--- src/sv/assert_macros.svh ---
`ifndef ASSERT_MACROS_SVH
`define ASSERT_MACROS_SVH

// Property that must hold at every rising edge outside reset.
`define ASSERT_CLK(lbl, prop, msg) \
  lbl: assert property (@(posedge clk) disable iff (!rst_n) (prop)) else $error(msg);

// Condition that must never be true at a rising edge outside reset.
`define ASSERT_NEVER(lbl, expr, msg) \
  lbl: assert property (@(posedge clk) disable iff (!rst_n) !(expr)) else $error(msg);

`endif

--- src/sv/kpsf_pkg.sv ---
`timescale 1ns / 1ps

package kpsf_pkg;

  localparam int WORD_W    = 32;
  localparam int SUM_W     = 40;
  localparam int MUL_A_W   = 35;
  localparam int MUL_B_W   = 34;
  localparam int MUL_R_W   = 40;
  localparam int DIV_DEN_W = 33;
  localparam int DIV_STEPS = 34;

  localparam logic [31:0] RST_SAMPLE_PERIOD  = 32'd429497;
  localparam logic [30:0] RST_POSITION_NOISE = 31'd1073742;
  localparam logic [30:0] RST_SPEED_NOISE    = 31'd107374182;
  localparam logic [30:0] RST_MEASURE_NOISE  = 31'd10737418;
  localparam logic [31:0] RST_COV_POS_POS    = 32'd10737418;
  localparam logic [31:0] RST_COV_SPD_SPD    = 32'd107374182;

  typedef struct packed {
    logic busy;
    logic done;
  } unit_stat_t;

  function automatic logic signed [WORD_W-1:0] sat_word(input logic signed [SUM_W-1:0] v);
    logic signed [SUM_W-1:0] hi;
    logic signed [SUM_W-1:0] lo;
    hi = {{(SUM_W-WORD_W+1){1'b0}}, {(WORD_W-1){1'b1}}};
    lo = ~hi;
    if (v > hi) begin
      return hi[WORD_W-1:0];
    end else if (v < lo) begin
      return lo[WORD_W-1:0];
    end
    return v[WORD_W-1:0];
  endfunction

endpackage

--- src/sv/kpsf_mul.sv ---
`timescale 1ns / 1ps

module kpsf_mul (
  input  logic                                clk,
  input  logic                                rst_n,
  input  logic                                start,
  input  logic                                sh32,
  input  logic signed [kpsf_pkg::MUL_A_W-1:0] a,
  input  logic signed [kpsf_pkg::MUL_B_W-1:0] b,
  output kpsf_pkg::unit_stat_t                stat,
  output logic signed [kpsf_pkg::MUL_R_W-1:0] res
);

  localparam logic [2:0] MPH_IDLE = 3'd0;
  localparam logic [2:0] MPH_LO   = 3'd1;
  localparam logic [2:0] MPH_HI   = 3'd2;
  localparam logic [2:0] MPH_ACC  = 3'd3;
  localparam logic [2:0] MPH_RND  = 3'd4;

  logic [2:0]  ph_r;
  logic [33:0] ma_r;
  logic [32:0] mb_r;
  logic        neg_r;
  logic        sh32_r;
  logic [66:0] acc_r;
  logic [50:0] pp_r;
  logic        done_r;
  logic signed [kpsf_pkg::MUL_R_W-1:0] res_r;

  logic [34:0] a_abs;
  logic [33:0] b_abs;
  logic [16:0] mul_b;
  logic [50:0] prod;
  logic [67:0] rnd_sum;
  logic [37:0] rmag;

  assign a_abs   = a[kpsf_pkg::MUL_A_W-1] ? 35'(-a) : 35'(a);
  assign b_abs   = b[kpsf_pkg::MUL_B_W-1] ? 34'(-b) : 34'(b);
  assign mul_b   = (ph_r == MPH_LO) ? mb_r[16:0] : {1'b0, mb_r[32:17]};
  assign prod    = 51'(ma_r) * 51'(mul_b);
  assign rnd_sum = {1'b0, acc_r} + (sh32_r ? (68'd1 << 31) : (68'd1 << 29));
  assign rmag    = sh32_r ? 38'(rnd_sum >> 32) : 38'(rnd_sum >> 30);

  always_ff @(posedge clk) begin
    if (!rst_n) begin
      ph_r   <= MPH_IDLE;
      done_r <= 1'b0;
    end else begin
      done_r <= 1'b0;
      unique case (ph_r)
        MPH_IDLE: begin
          if (start) begin
            ph_r <= MPH_LO;
          end
        end
        MPH_LO:  ph_r <= MPH_HI;
        MPH_HI:  ph_r <= MPH_ACC;
        MPH_ACC: ph_r <= MPH_RND;
        MPH_RND: begin
          ph_r   <= MPH_IDLE;
          done_r <= 1'b1;
        end
        default: ph_r <= MPH_IDLE;
      endcase
    end
  end

  always_ff @(posedge clk) begin
    if (ph_r == MPH_IDLE && start) begin
      ma_r   <= a_abs[33:0];
      mb_r   <= b_abs[32:0];
      neg_r  <= a[kpsf_pkg::MUL_A_W-1] ^ b[kpsf_pkg::MUL_B_W-1];
      sh32_r <= sh32;
    end
    if (ph_r == MPH_LO) begin
      acc_r <= 67'(prod);
    end
    if (ph_r == MPH_HI) begin
      pp_r <= prod;
    end
    if (ph_r == MPH_ACC) begin
      acc_r <= acc_r + (67'(pp_r) << 17);
    end
    if (ph_r == MPH_RND) begin
      res_r <= neg_r ? -(40'(rmag)) : 40'(rmag);
    end
  end

  assign stat.busy = (ph_r != MPH_IDLE);
  assign stat.done = done_r;
  assign res       = res_r;

endmodule

--- src/sv/kpsf_div.sv ---
`timescale 1ns / 1ps

module kpsf_div (
  input  logic                                  clk,
  input  logic                                  rst_n,
  input  logic                                  start,
  input  logic signed [kpsf_pkg::WORD_W-1:0]    num,
  input  logic signed [kpsf_pkg::DIV_DEN_W-1:0] den,
  output kpsf_pkg::unit_stat_t                  stat,
  output logic signed [kpsf_pkg::WORD_W-1:0]    gain
);

  localparam logic [1:0] DPH_IDLE = 2'd0;
  localparam logic [1:0] DPH_RUN  = 2'd1;
  localparam logic [1:0] DPH_FIN  = 2'd2;

  logic [1:0]  ph_r;
  logic [32:0] md_r;
  logic [32:0] rem_r;
  logic [33:0] nlo_r;
  logic [33:0] q_r;
  logic [5:0]  cnt_r;
  logic        neg_r;
  logic        sat_r;
  logic        zero_r;
  logic        done_r;
  logic signed [kpsf_pkg::WORD_W-1:0] g_r;

  logic [32:0] num_abs;
  logic [32:0] den_abs;
  logic [61:0] n_full;
  logic [33:0] trial;
  logic        ge;
  logic [33:0] diff;
  logic        big;

  assign num_abs = num[kpsf_pkg::WORD_W-1] ? 33'(-num) : 33'(num);
  assign den_abs = den[kpsf_pkg::DIV_DEN_W-1] ? 33'(-den) : 33'(den);
  assign n_full  = (62'(num_abs[31:0]) << 30) + 62'(den_abs >> 1);
  assign trial   = {rem_r, nlo_r[33]};
  assign ge      = (trial >= {1'b0, md_r});
  assign diff    = trial - {1'b0, md_r};
  assign big     = sat_r || (q_r[33:31] != 3'd0);

  always_ff @(posedge clk) begin
    if (!rst_n) begin
      ph_r   <= DPH_IDLE;
      done_r <= 1'b0;
    end else begin
      done_r <= 1'b0;
      unique case (ph_r)
        DPH_IDLE: begin
          if (start) begin
            ph_r <= (den == '0) ? DPH_FIN : DPH_RUN;
          end
        end
        DPH_RUN: begin
          if (cnt_r == 6'd0) begin
            ph_r <= DPH_FIN;
          end
        end
        DPH_FIN: begin
          ph_r   <= DPH_IDLE;
          done_r <= 1'b1;
        end
        default: ph_r <= DPH_IDLE;
      endcase
    end
  end

  always_ff @(posedge clk) begin
    if (ph_r == DPH_IDLE && start) begin
      md_r   <= den_abs;
      rem_r  <= 33'(n_full[61:34]);
      nlo_r  <= n_full[33:0];
      q_r    <= '0;
      cnt_r  <= 6'(kpsf_pkg::DIV_STEPS - 1);
      neg_r  <= num[kpsf_pkg::WORD_W-1] ^ den[kpsf_pkg::DIV_DEN_W-1];
      sat_r  <= (33'(n_full[61:34]) >= den_abs);
      zero_r <= (den == '0);
    end
    if (ph_r == DPH_RUN) begin
      rem_r <= ge ? diff[32:0] : trial[32:0];
      nlo_r <= {nlo_r[32:0], 1'b0};
      q_r   <= {q_r[32:0], ge};
      cnt_r <= cnt_r - 6'd1;
    end
    if (ph_r == DPH_FIN) begin
      if (zero_r) begin
        g_r <= '0;
      end else if (neg_r) begin
        g_r <= big ? 32'sh8000_0000 : -(32'({1'b0, q_r[30:0]}));
      end else begin
        g_r <= big ? 32'sh7FFF_FFFF : 32'({1'b0, q_r[30:0]});
      end
    end
  end

  assign stat.busy = (ph_r != DPH_IDLE);
  assign stat.done = done_r;
  assign gain      = g_r;

endmodule

--- src/sv/kalman_position_speed_filter_unit.sv ---
`timescale 1ns / 1ps
// Ten products run one at a time on the shared multiplier, and two gains on the shared
// radix-2 divider. The input stalls while a sample runs, so a new input is accepted
// only once the previous sample has been handed to the output registers.
// Reset (synchronous, rst_n low) loads the default registers and the initial covariance.

`include "assert_macros.svh"

module kalman_position_speed_filter_unit (
  input  logic        clk,
  input  logic        rst_n,
  input  logic        in_valid,
  output logic        in_stall,
  input  logic [31:0] in_measured_pos,
  output logic        out_valid,
  input  logic        out_stall,
  output logic [31:0] out_speed_estimate,
  output logic [31:0] out_position_estimate,
  input  logic        cfg_valid,
  output logic        cfg_ready,
  input  logic [1:0]  cfg_index,
  input  logic [31:0] cfg_data
);

  localparam logic [1:0] CFG_SAMPLE_PERIOD  = 2'd0;
  localparam logic [1:0] CFG_POSITION_NOISE = 2'd1;
  localparam logic [1:0] CFG_SPEED_NOISE    = 2'd2;
  localparam logic [1:0] CFG_MEASURE_NOISE  = 2'd3;

  localparam logic [3:0] ST_IDLE = 4'd0;
  localparam logic [3:0] ST_M1   = 4'd1;
  localparam logic [3:0] ST_M2   = 4'd2;
  localparam logic [3:0] ST_M3   = 4'd3;
  localparam logic [3:0] ST_M4   = 4'd4;
  localparam logic [3:0] ST_D1   = 4'd5;
  localparam logic [3:0] ST_D2   = 4'd6;
  localparam logic [3:0] ST_M5   = 4'd7;
  localparam logic [3:0] ST_M6   = 4'd8;
  localparam logic [3:0] ST_M7   = 4'd9;
  localparam logic [3:0] ST_M8   = 4'd10;
  localparam logic [3:0] ST_M9   = 4'd11;
  localparam logic [3:0] ST_M10  = 4'd12;
  localparam logic [3:0] ST_OUT  = 4'd13;

  logic [3:0]  state_r;
  logic        issued_r;
  logic [31:0] dt_r;
  logic [30:0] pn_r;
  logic [30:0] sn_r;
  logic [30:0] mn_r;

  logic signed [31:0] est_pos_r;
  logic signed [31:0] est_spd_r;
  logic signed [31:0] c00_r;
  logic signed [31:0] c01_r;
  logic signed [31:0] c10_r;
  logic signed [31:0] c11_r;
  logic signed [31:0] meas_r;
  logic signed [31:0] pos_pred_r;
  logic signed [32:0] p11dt_r;
  logic signed [34:0] inner_r;
  logic signed [31:0] p00_r;
  logic signed [31:0] p01_r;
  logic signed [31:0] p10_r;
  logic signed [31:0] p11_r;
  logic signed [32:0] innov_r;
  logic signed [31:0] k0_r;
  logic signed [31:0] k1_r;
  logic               out_valid_r;
  logic [31:0]        out_spd_r;
  logic [31:0]        out_pos_r;

  logic                          is_mul;
  logic                          is_div;
  logic                          mul_start;
  logic                          div_start;
  logic                          sh32;
  logic signed [34:0]            mul_a;
  logic signed [33:0]            mul_b;
  logic signed [39:0]            mr;
  logic signed [32:0]            s_den;
  logic signed [31:0]            div_num;
  logic signed [31:0]            div_gain;
  logic signed [33:0]            dt_op;
  kpsf_pkg::unit_stat_t          mul_stat;
  kpsf_pkg::unit_stat_t          div_stat;
  logic                          unit_done;
  logic                          out_free;

  assign is_mul    = (state_r == ST_M1) || (state_r == ST_M2) || (state_r == ST_M3) ||
                     (state_r == ST_M4) || (state_r == ST_M5) || (state_r == ST_M6) ||
                     (state_r == ST_M7) || (state_r == ST_M8) || (state_r == ST_M9) ||
                     (state_r == ST_M10);
  assign is_div    = (state_r == ST_D1) || (state_r == ST_D2);
  assign mul_start = is_mul && !issued_r;
  assign div_start = is_div && !issued_r;
  assign unit_done = mul_stat.done || div_stat.done;
  assign out_free  = !out_valid_r || !out_stall;
  assign dt_op     = 34'({2'b00, dt_r});
  assign s_den     = 33'(p00_r) + 33'({1'b0, mn_r});
  assign div_num   = (state_r == ST_D1) ? p00_r : p10_r;

  always_comb begin
    mul_a = 35'(est_spd_r);
    mul_b = dt_op;
    sh32  = 1'b1;
    unique case (state_r)
      ST_M1: begin
        mul_a = 35'(est_spd_r);
      end
      ST_M2: begin
        mul_a = 35'(c11_r);
      end
      ST_M3: begin
        mul_a = 35'(p11dt_r);
      end
      ST_M4: begin
        mul_a = inner_r;
      end
      ST_M5: begin
        mul_a = 35'(k0_r);
        mul_b = 34'(innov_r);
        sh32  = 1'b0;
      end
      ST_M6: begin
        mul_a = 35'(k1_r);
        mul_b = 34'(innov_r);
        sh32  = 1'b0;
      end
      ST_M7: begin
        mul_a = 35'(k0_r);
        mul_b = 34'(p00_r);
        sh32  = 1'b0;
      end
      ST_M8: begin
        mul_a = 35'(k0_r);
        mul_b = 34'(p01_r);
        sh32  = 1'b0;
      end
      ST_M9: begin
        mul_a = 35'(k1_r);
        mul_b = 34'(p00_r);
        sh32  = 1'b0;
      end
      ST_M10: begin
        mul_a = 35'(k1_r);
        mul_b = 34'(p01_r);
        sh32  = 1'b0;
      end
      default: begin
        mul_a = 35'(est_spd_r);
      end
    endcase
  end

  kpsf_mul u_mul (
    .clk   (clk),
    .rst_n (rst_n),
    .start (mul_start),
    .sh32  (sh32),
    .a     (mul_a),
    .b     (mul_b),
    .stat  (mul_stat),
    .res   (mr)
  );

  kpsf_div u_div (
    .clk   (clk),
    .rst_n (rst_n),
    .start (div_start),
    .num   (div_num),
    .den   (s_den),
    .stat  (div_stat),
    .gain  (div_gain)
  );

  always_ff @(posedge clk) begin
    if (!rst_n) begin
      state_r     <= ST_IDLE;
      issued_r    <= 1'b0;
      out_valid_r <= 1'b0;
      dt_r        <= kpsf_pkg::RST_SAMPLE_PERIOD;
      pn_r        <= kpsf_pkg::RST_POSITION_NOISE;
      sn_r        <= kpsf_pkg::RST_SPEED_NOISE;
      mn_r        <= kpsf_pkg::RST_MEASURE_NOISE;
      est_pos_r   <= '0;
      est_spd_r   <= '0;
      c00_r       <= kpsf_pkg::RST_COV_POS_POS;
      c01_r       <= '0;
      c10_r       <= '0;
      c11_r       <= kpsf_pkg::RST_COV_SPD_SPD;
    end else begin
      if (cfg_valid && cfg_ready) begin
        unique case (cfg_index)
          CFG_SAMPLE_PERIOD:  dt_r <= cfg_data;
          CFG_POSITION_NOISE: pn_r <= cfg_data[30:0];
          CFG_SPEED_NOISE:    sn_r <= cfg_data[30:0];
          CFG_MEASURE_NOISE:  mn_r <= cfg_data[30:0];
          default:            dt_r <= dt_r;
        endcase
      end

      if (out_valid_r && !out_stall && state_r != ST_OUT) begin
        out_valid_r <= 1'b0;
      end

      if (mul_start || div_start) begin
        issued_r <= 1'b1;
      end else if (unit_done) begin
        issued_r <= 1'b0;
      end

      unique case (state_r)
        ST_IDLE: begin
          if (in_valid) begin
            meas_r  <= in_measured_pos;
            state_r <= ST_M1;
          end
        end
        ST_M1: begin
          if (mul_stat.done) begin
            pos_pred_r <= kpsf_pkg::sat_word(40'(est_pos_r) + mr);
            state_r    <= ST_M2;
          end
        end
        ST_M2: begin
          if (mul_stat.done) begin
            p11dt_r <= 33'(mr);
            p01_r   <= kpsf_pkg::sat_word(40'(c01_r) + mr);
            p10_r   <= kpsf_pkg::sat_word(40'(c10_r) + mr);
            p11_r   <= kpsf_pkg::sat_word(40'(c11_r) + 40'({1'b0, sn_r}));
            state_r <= ST_M3;
          end
        end
        ST_M3: begin
          if (mul_stat.done) begin
            inner_r <= 35'(c10_r) + 35'(c01_r) + 35'(mr);
            state_r <= ST_M4;
          end
        end
        ST_M4: begin
          if (mul_stat.done) begin
            p00_r   <= kpsf_pkg::sat_word(40'(c00_r) + mr + 40'({1'b0, pn_r}));
            innov_r <= 33'(meas_r) - 33'(pos_pred_r);
            state_r <= ST_D1;
          end
        end
        ST_D1: begin
          if (div_stat.done) begin
            k0_r    <= div_gain;
            state_r <= ST_D2;
          end
        end
        ST_D2: begin
          if (div_stat.done) begin
            k1_r    <= div_gain;
            state_r <= ST_M5;
          end
        end
        ST_M5: begin
          if (mul_stat.done) begin
            est_pos_r <= kpsf_pkg::sat_word(40'(pos_pred_r) + mr);
            state_r   <= ST_M6;
          end
        end
        ST_M6: begin
          if (mul_stat.done) begin
            est_spd_r <= kpsf_pkg::sat_word(40'(est_spd_r) + mr);
            state_r   <= ST_M7;
          end
        end
        ST_M7: begin
          if (mul_stat.done) begin
            c00_r   <= kpsf_pkg::sat_word(40'(p00_r) - mr);
            state_r <= ST_M8;
          end
        end
        ST_M8: begin
          if (mul_stat.done) begin
            c01_r   <= kpsf_pkg::sat_word(40'(p01_r) - mr);
            state_r <= ST_M9;
          end
        end
        ST_M9: begin
          if (mul_stat.done) begin
            c10_r   <= kpsf_pkg::sat_word(40'(p10_r) - mr);
            state_r <= ST_M10;
          end
        end
        ST_M10: begin
          if (mul_stat.done) begin
            c11_r   <= kpsf_pkg::sat_word(40'(p11_r) - mr);
            state_r <= ST_OUT;
          end
        end
        ST_OUT: begin
          if (out_free) begin
            out_valid_r <= 1'b1;
            out_spd_r   <= est_spd_r;
            out_pos_r   <= est_pos_r;
            state_r     <= ST_IDLE;
          end
        end
        default: state_r <= ST_IDLE;
      endcase
    end
  end

  assign in_stall              = (state_r != ST_IDLE);
  assign cfg_ready             = 1'b1;
  assign out_valid             = out_valid_r;
  assign out_speed_estimate    = out_spd_r;
  assign out_position_estimate = out_pos_r;

  `ASSERT_CLK(a_accept_starts, in_valid && !in_stall |=> state_r == ST_M1, "accept did not start a sample")
  `ASSERT_NEVER(a_done_overlap, mul_stat.done && div_stat.done, "both units finished together")
  `ASSERT_CLK(a_idle_quiet, state_r == ST_IDLE |-> !mul_stat.busy && !div_stat.busy, "unit busy while idle")
  `ASSERT_CLK(a_out_load, state_r == ST_OUT && out_free |=> out_valid && state_r == ST_IDLE, "result not loaded")

endmodule
--- config.mk ---
export PLATFORM = sky130hd
export DESIGN_NAME = kalman_position_speed_filter_unit
export DESIGN_NICKNAME = d
export VERILOG_FILES = /design/src/sv/kpsf_pkg.sv /design/src/sv/kpsf_mul.sv /design/src/sv/kpsf_div.sv /design/src/sv/kalman_position_speed_filter_unit.sv
export VERILOG_INCLUDE_DIRS = /design/src /design/src/sv
export SDC_FILE = /design/constraint.sdc
export NUM_CORES = 2
export LEC_CHECK = 0
export CORE_MARGIN = 2
export CORE_UTILIZATION = 55
export CTS_BUF_LIST = sky130_fd_sc_hd__clkbuf_16
export DETAILED_ROUTE_END_ITERATION = 8
export DONT_BUFFER_PORTS = 1
export HOLD_SLACK_MARGIN = 0.03
export MAX_ROUTING_LAYER = met4
export PLACE_DENSITY = 0.73
export SETUP_SLACK_MARGIN = 0.3
export SLEW_MARGIN = 20
export SYNTH_ARGS = -nofsm -noshare
export SYNTH_HDL_FRONTEND = slang
export SYNTH_HIERARCHICAL = 1
export SYNTH_SLANG_ARGS = --single-unit
--- constraint.sdc ---
create_clock -name clk -period 14.08 [get_ports clk]
set_input_delay 0.704 -clock clk [delete_from_list [all_inputs] [get_ports clk]]
set_output_delay 0.704 -clock clk [all_outputs]
set_load 0.005 [all_outputs]
==> summary.txt <==
Clocking
  – Clk slew on worst S/H paths: about 0.06 ns
  – CTS tree: done
  – CTS buffer count: 136
  – Longest Clk Path Bufs: 3
  – Clock root cell: clkbuf_16
  – Hold-fix buffers, CTS: 65
  – Postcts setup bufs: 0
  – H-tree depth: 4
  – Number of gates resized after cts: 0
  – Worst skew pair latency: 0.82 ns
  – CTS Sinks: 1135

Routing
  – Post-route ant nets: 0
  – Vias/cell: 6.49
  – DRC violation total after the first TritonRoute iteration: 10.9k
  – Average routed wire per standard cell: between 20 and 30 µm
  – Total vias in the final route: 89.5k
  – Residual DRC: 64
  – Final WL: 383 mm
  – Drt first pass iters: 9

Logic synthesis
  – Mapped Avg Cell Area: ~8.9 µm²
  – Net Count, Synth: 12.7k
  – Post-Syn Instances: 11.3k
  – Syn. warnings: 6
  – Synthesized cell area: 101000 µm²

Hold path
  – Hold Path Sink: pn_r[23]$_SDFFE_PN0P_
  – HP Class: input pin to flip-flop
  – HP Start: cfg_data[23]
  – Hold Path Stages: 2

Timing
  – Max-slew violations: 0
  – Setup violations, final: 0
  – RSZ-0062 raised after global routing: no
  – Fin. Hold Viols: 0
  – Worst Clk Skew: about 0.033 ns
  – Slew @ Worst Pin: 1.31 ns
  – Min Tclk post-route: 9.50 ns
  – Peak Freq: ~110 MHz
  – Sum Neg Setup Slack: 0 ns
  – Relative max-transition margin: 12.6%
  – Tcrit/Tclk final: about 67%

Worst setup path
  – Max incr delay on CP: 0.87 ns
  – CP required: 14.63 ns
  – Slowest-stage cell, CP: mux2_2
  – Flop2flop setup slack: approximately 4.6 ns
  – RR Startpoint: u_mul/ph_r[0]$_SDFFE_PN0P_
  – CP Launch Type: flip-flop
  – Critical path class: flip-flop to flip-flop
  – Critical Path End Type: flip-flop
  – R2R Path End: u_mul/acc_r[44]$_DFFE_PP_
  – CP Data Arrival Time: a little over 10 ns
  – Worst reg2reg path depth: 26
  – Cell mode on critical path: fa_1
  – Critical Path Fanout Max: 54

Floorplan
  – Die area: 188000 µm²
  – Core ar.: 183000 µm²
  – Die H: 433 µm
  – # IOs: 138
  – Initial core utilization: 55.4%
  – DIE WIDTH: 433 µm
  – Core Rows: 157

Flow run
  – Max Cap Viol: 0

Finish
  – Area growth syn-to-layout: 7.49%
  – Layout cells sized above 1: roughly 5.4%
  – Nets: 12.6k
  – Final Core Density: 59.5%

Global routing
  – First-pass GRT wire length: 557 mm
  – Total gr overflow: 0
  – Initial antenna violation count: 37
  – Largest net degree at the start of global routing: 203
  – Number of global-route vias before repair: approximately 85k
  – Global-route usage over all layers: 41.4%

Placement
  – Final HPWL DP: 296 mm
  – Port buffer count: 0
  – RePlAce Congestion: 1.09

Status
  – Outcome: finished, violations left
  – Failing checks: design-rule violations
## layout by cell type, fill, tap and decap left out, types with 65 or more instances in the layout
cell,n
and3_1,104
xnor2_1,475
fa_1,561
ha_1,772
nand4_1,112
buf_4,140
o21bai_1,101
a21oi_1,819
inv_1,929
a211oi_1,91
o31ai_1,70
and2_1,304
nor2_1,654
a31oi_1,127
nand2_1,1425
nand2b_1,112
xor2_1,317
a21o_1,382
nor2b_1,88
o21ai_0,704
nor3_1,132
dfxtp_1,331
nand3_1,232
o21a_1,90
dlygate4sd3_1,65
clkbuf_16,139
edfxtp_1,804
## layout make-up
class / instances / area, µm²
diodes: 37 / 92.6
multi-input cells: 8789 / 65500
repair buffers: 210 / 1730
clock inverters: 112 / 928
well taps: 2464 / 3080
inverters: 913 / 3430
fillers: 15900 / 74100
clock buffers: 139 / 3480
flip-flops and latches: 1135 / 30800
## stage by stage
| stage | cells | setup WS (ns) | hold slack [ns] | cell area [µm²] |
|---|---|---|---|---|
| finish | 13800 | 4.58 | 0.0789 | 109000 |
| global route | 13800 | 4.22 | 0.0448 | 109000 |
| CTS | 13800 | 4.66 | 0.0365 | 109000 |
| detailed placement | 13400 | 4.72 | 0.439 | 104000 |
| global placement | 13400 | 4.87 | 0.430 | 104000 |
| floorplan | 11300 | 3.92 | 0.421 | 101000 |
## critical path: cells and delay by family, from the launching register on
family                   cells  cell delay, ns
AND/OR/NAND/NOR              4            0.98
adder cells (fa/ha/maj)      7            3.49
flip-flops                   1            0.46
multiplexers                 2            1.15
XOR/XNOR                     1            0.13
buffers and inverters        5            1.22
AO/OA/AOI/OAI                7            1.74
## sequential cells by signal (all words and copies together), names as in the netlist, 33 cells and up
name         cells
u_mul/mb_r      33
u_div/q_r       34
u_mul/acc_r     50
u_mul/ma_r      34
u_mul/res       40
p11dt_r         33
u_mul/pp_r      50
u_div/nlo_r     34
inner_r         35
u_div/md_r      33
u_div/rem_r     33
innov_r         33
## metal layers
metal | vias up | share of wire (%) | track usage [%]
li1 | 40000 | - | -
met1 | 43600 | 40 | 53.8
met2 | 4881 | 43 | 59.5
met3 | 1010 | 10 | 8.57
met4 | 0 | 6.7 | 24.3
met5 | - | 0 | -
## worst max path at each step
stage	startpoint	depth (start not counted)	end	slack, ns
2_1_floorplan	u_mul/ph_r[0]$_SDFFE_PN0P_	28	u_mul/acc_r[45]$_DFFE_PP_	3.92
3_3_place_gp	u_mul/ph_r[0]$_SDFFE_PN0P_	27	u_mul/acc_r[45]$_DFFE_PP_	4.87
3_5_place_dp	u_mul/ph_r[0]$_SDFFE_PN0P_	27	u_mul/acc_r[45]$_DFFE_PP_	4.72
4_1_cts	u_mul/ph_r[0]$_SDFFE_PN0P_	26	u_mul/acc_r[44]$_DFFE_PP_	4.66
5_1_grt	u_mul/ph_r[0]$_SDFFE_PN0P_	27	u_mul/acc_r[45]$_DFFE_PP_	4.22
6_report	u_mul/ph_r[0]$_SDFFE_PN0P_	26	u_mul/acc_r[44]$_DFFE_PP_	4.58
Power is left out: the tool's default activity adds up to more than one toggle a clock period on the data nets, which glitch-free logic cannot reach.
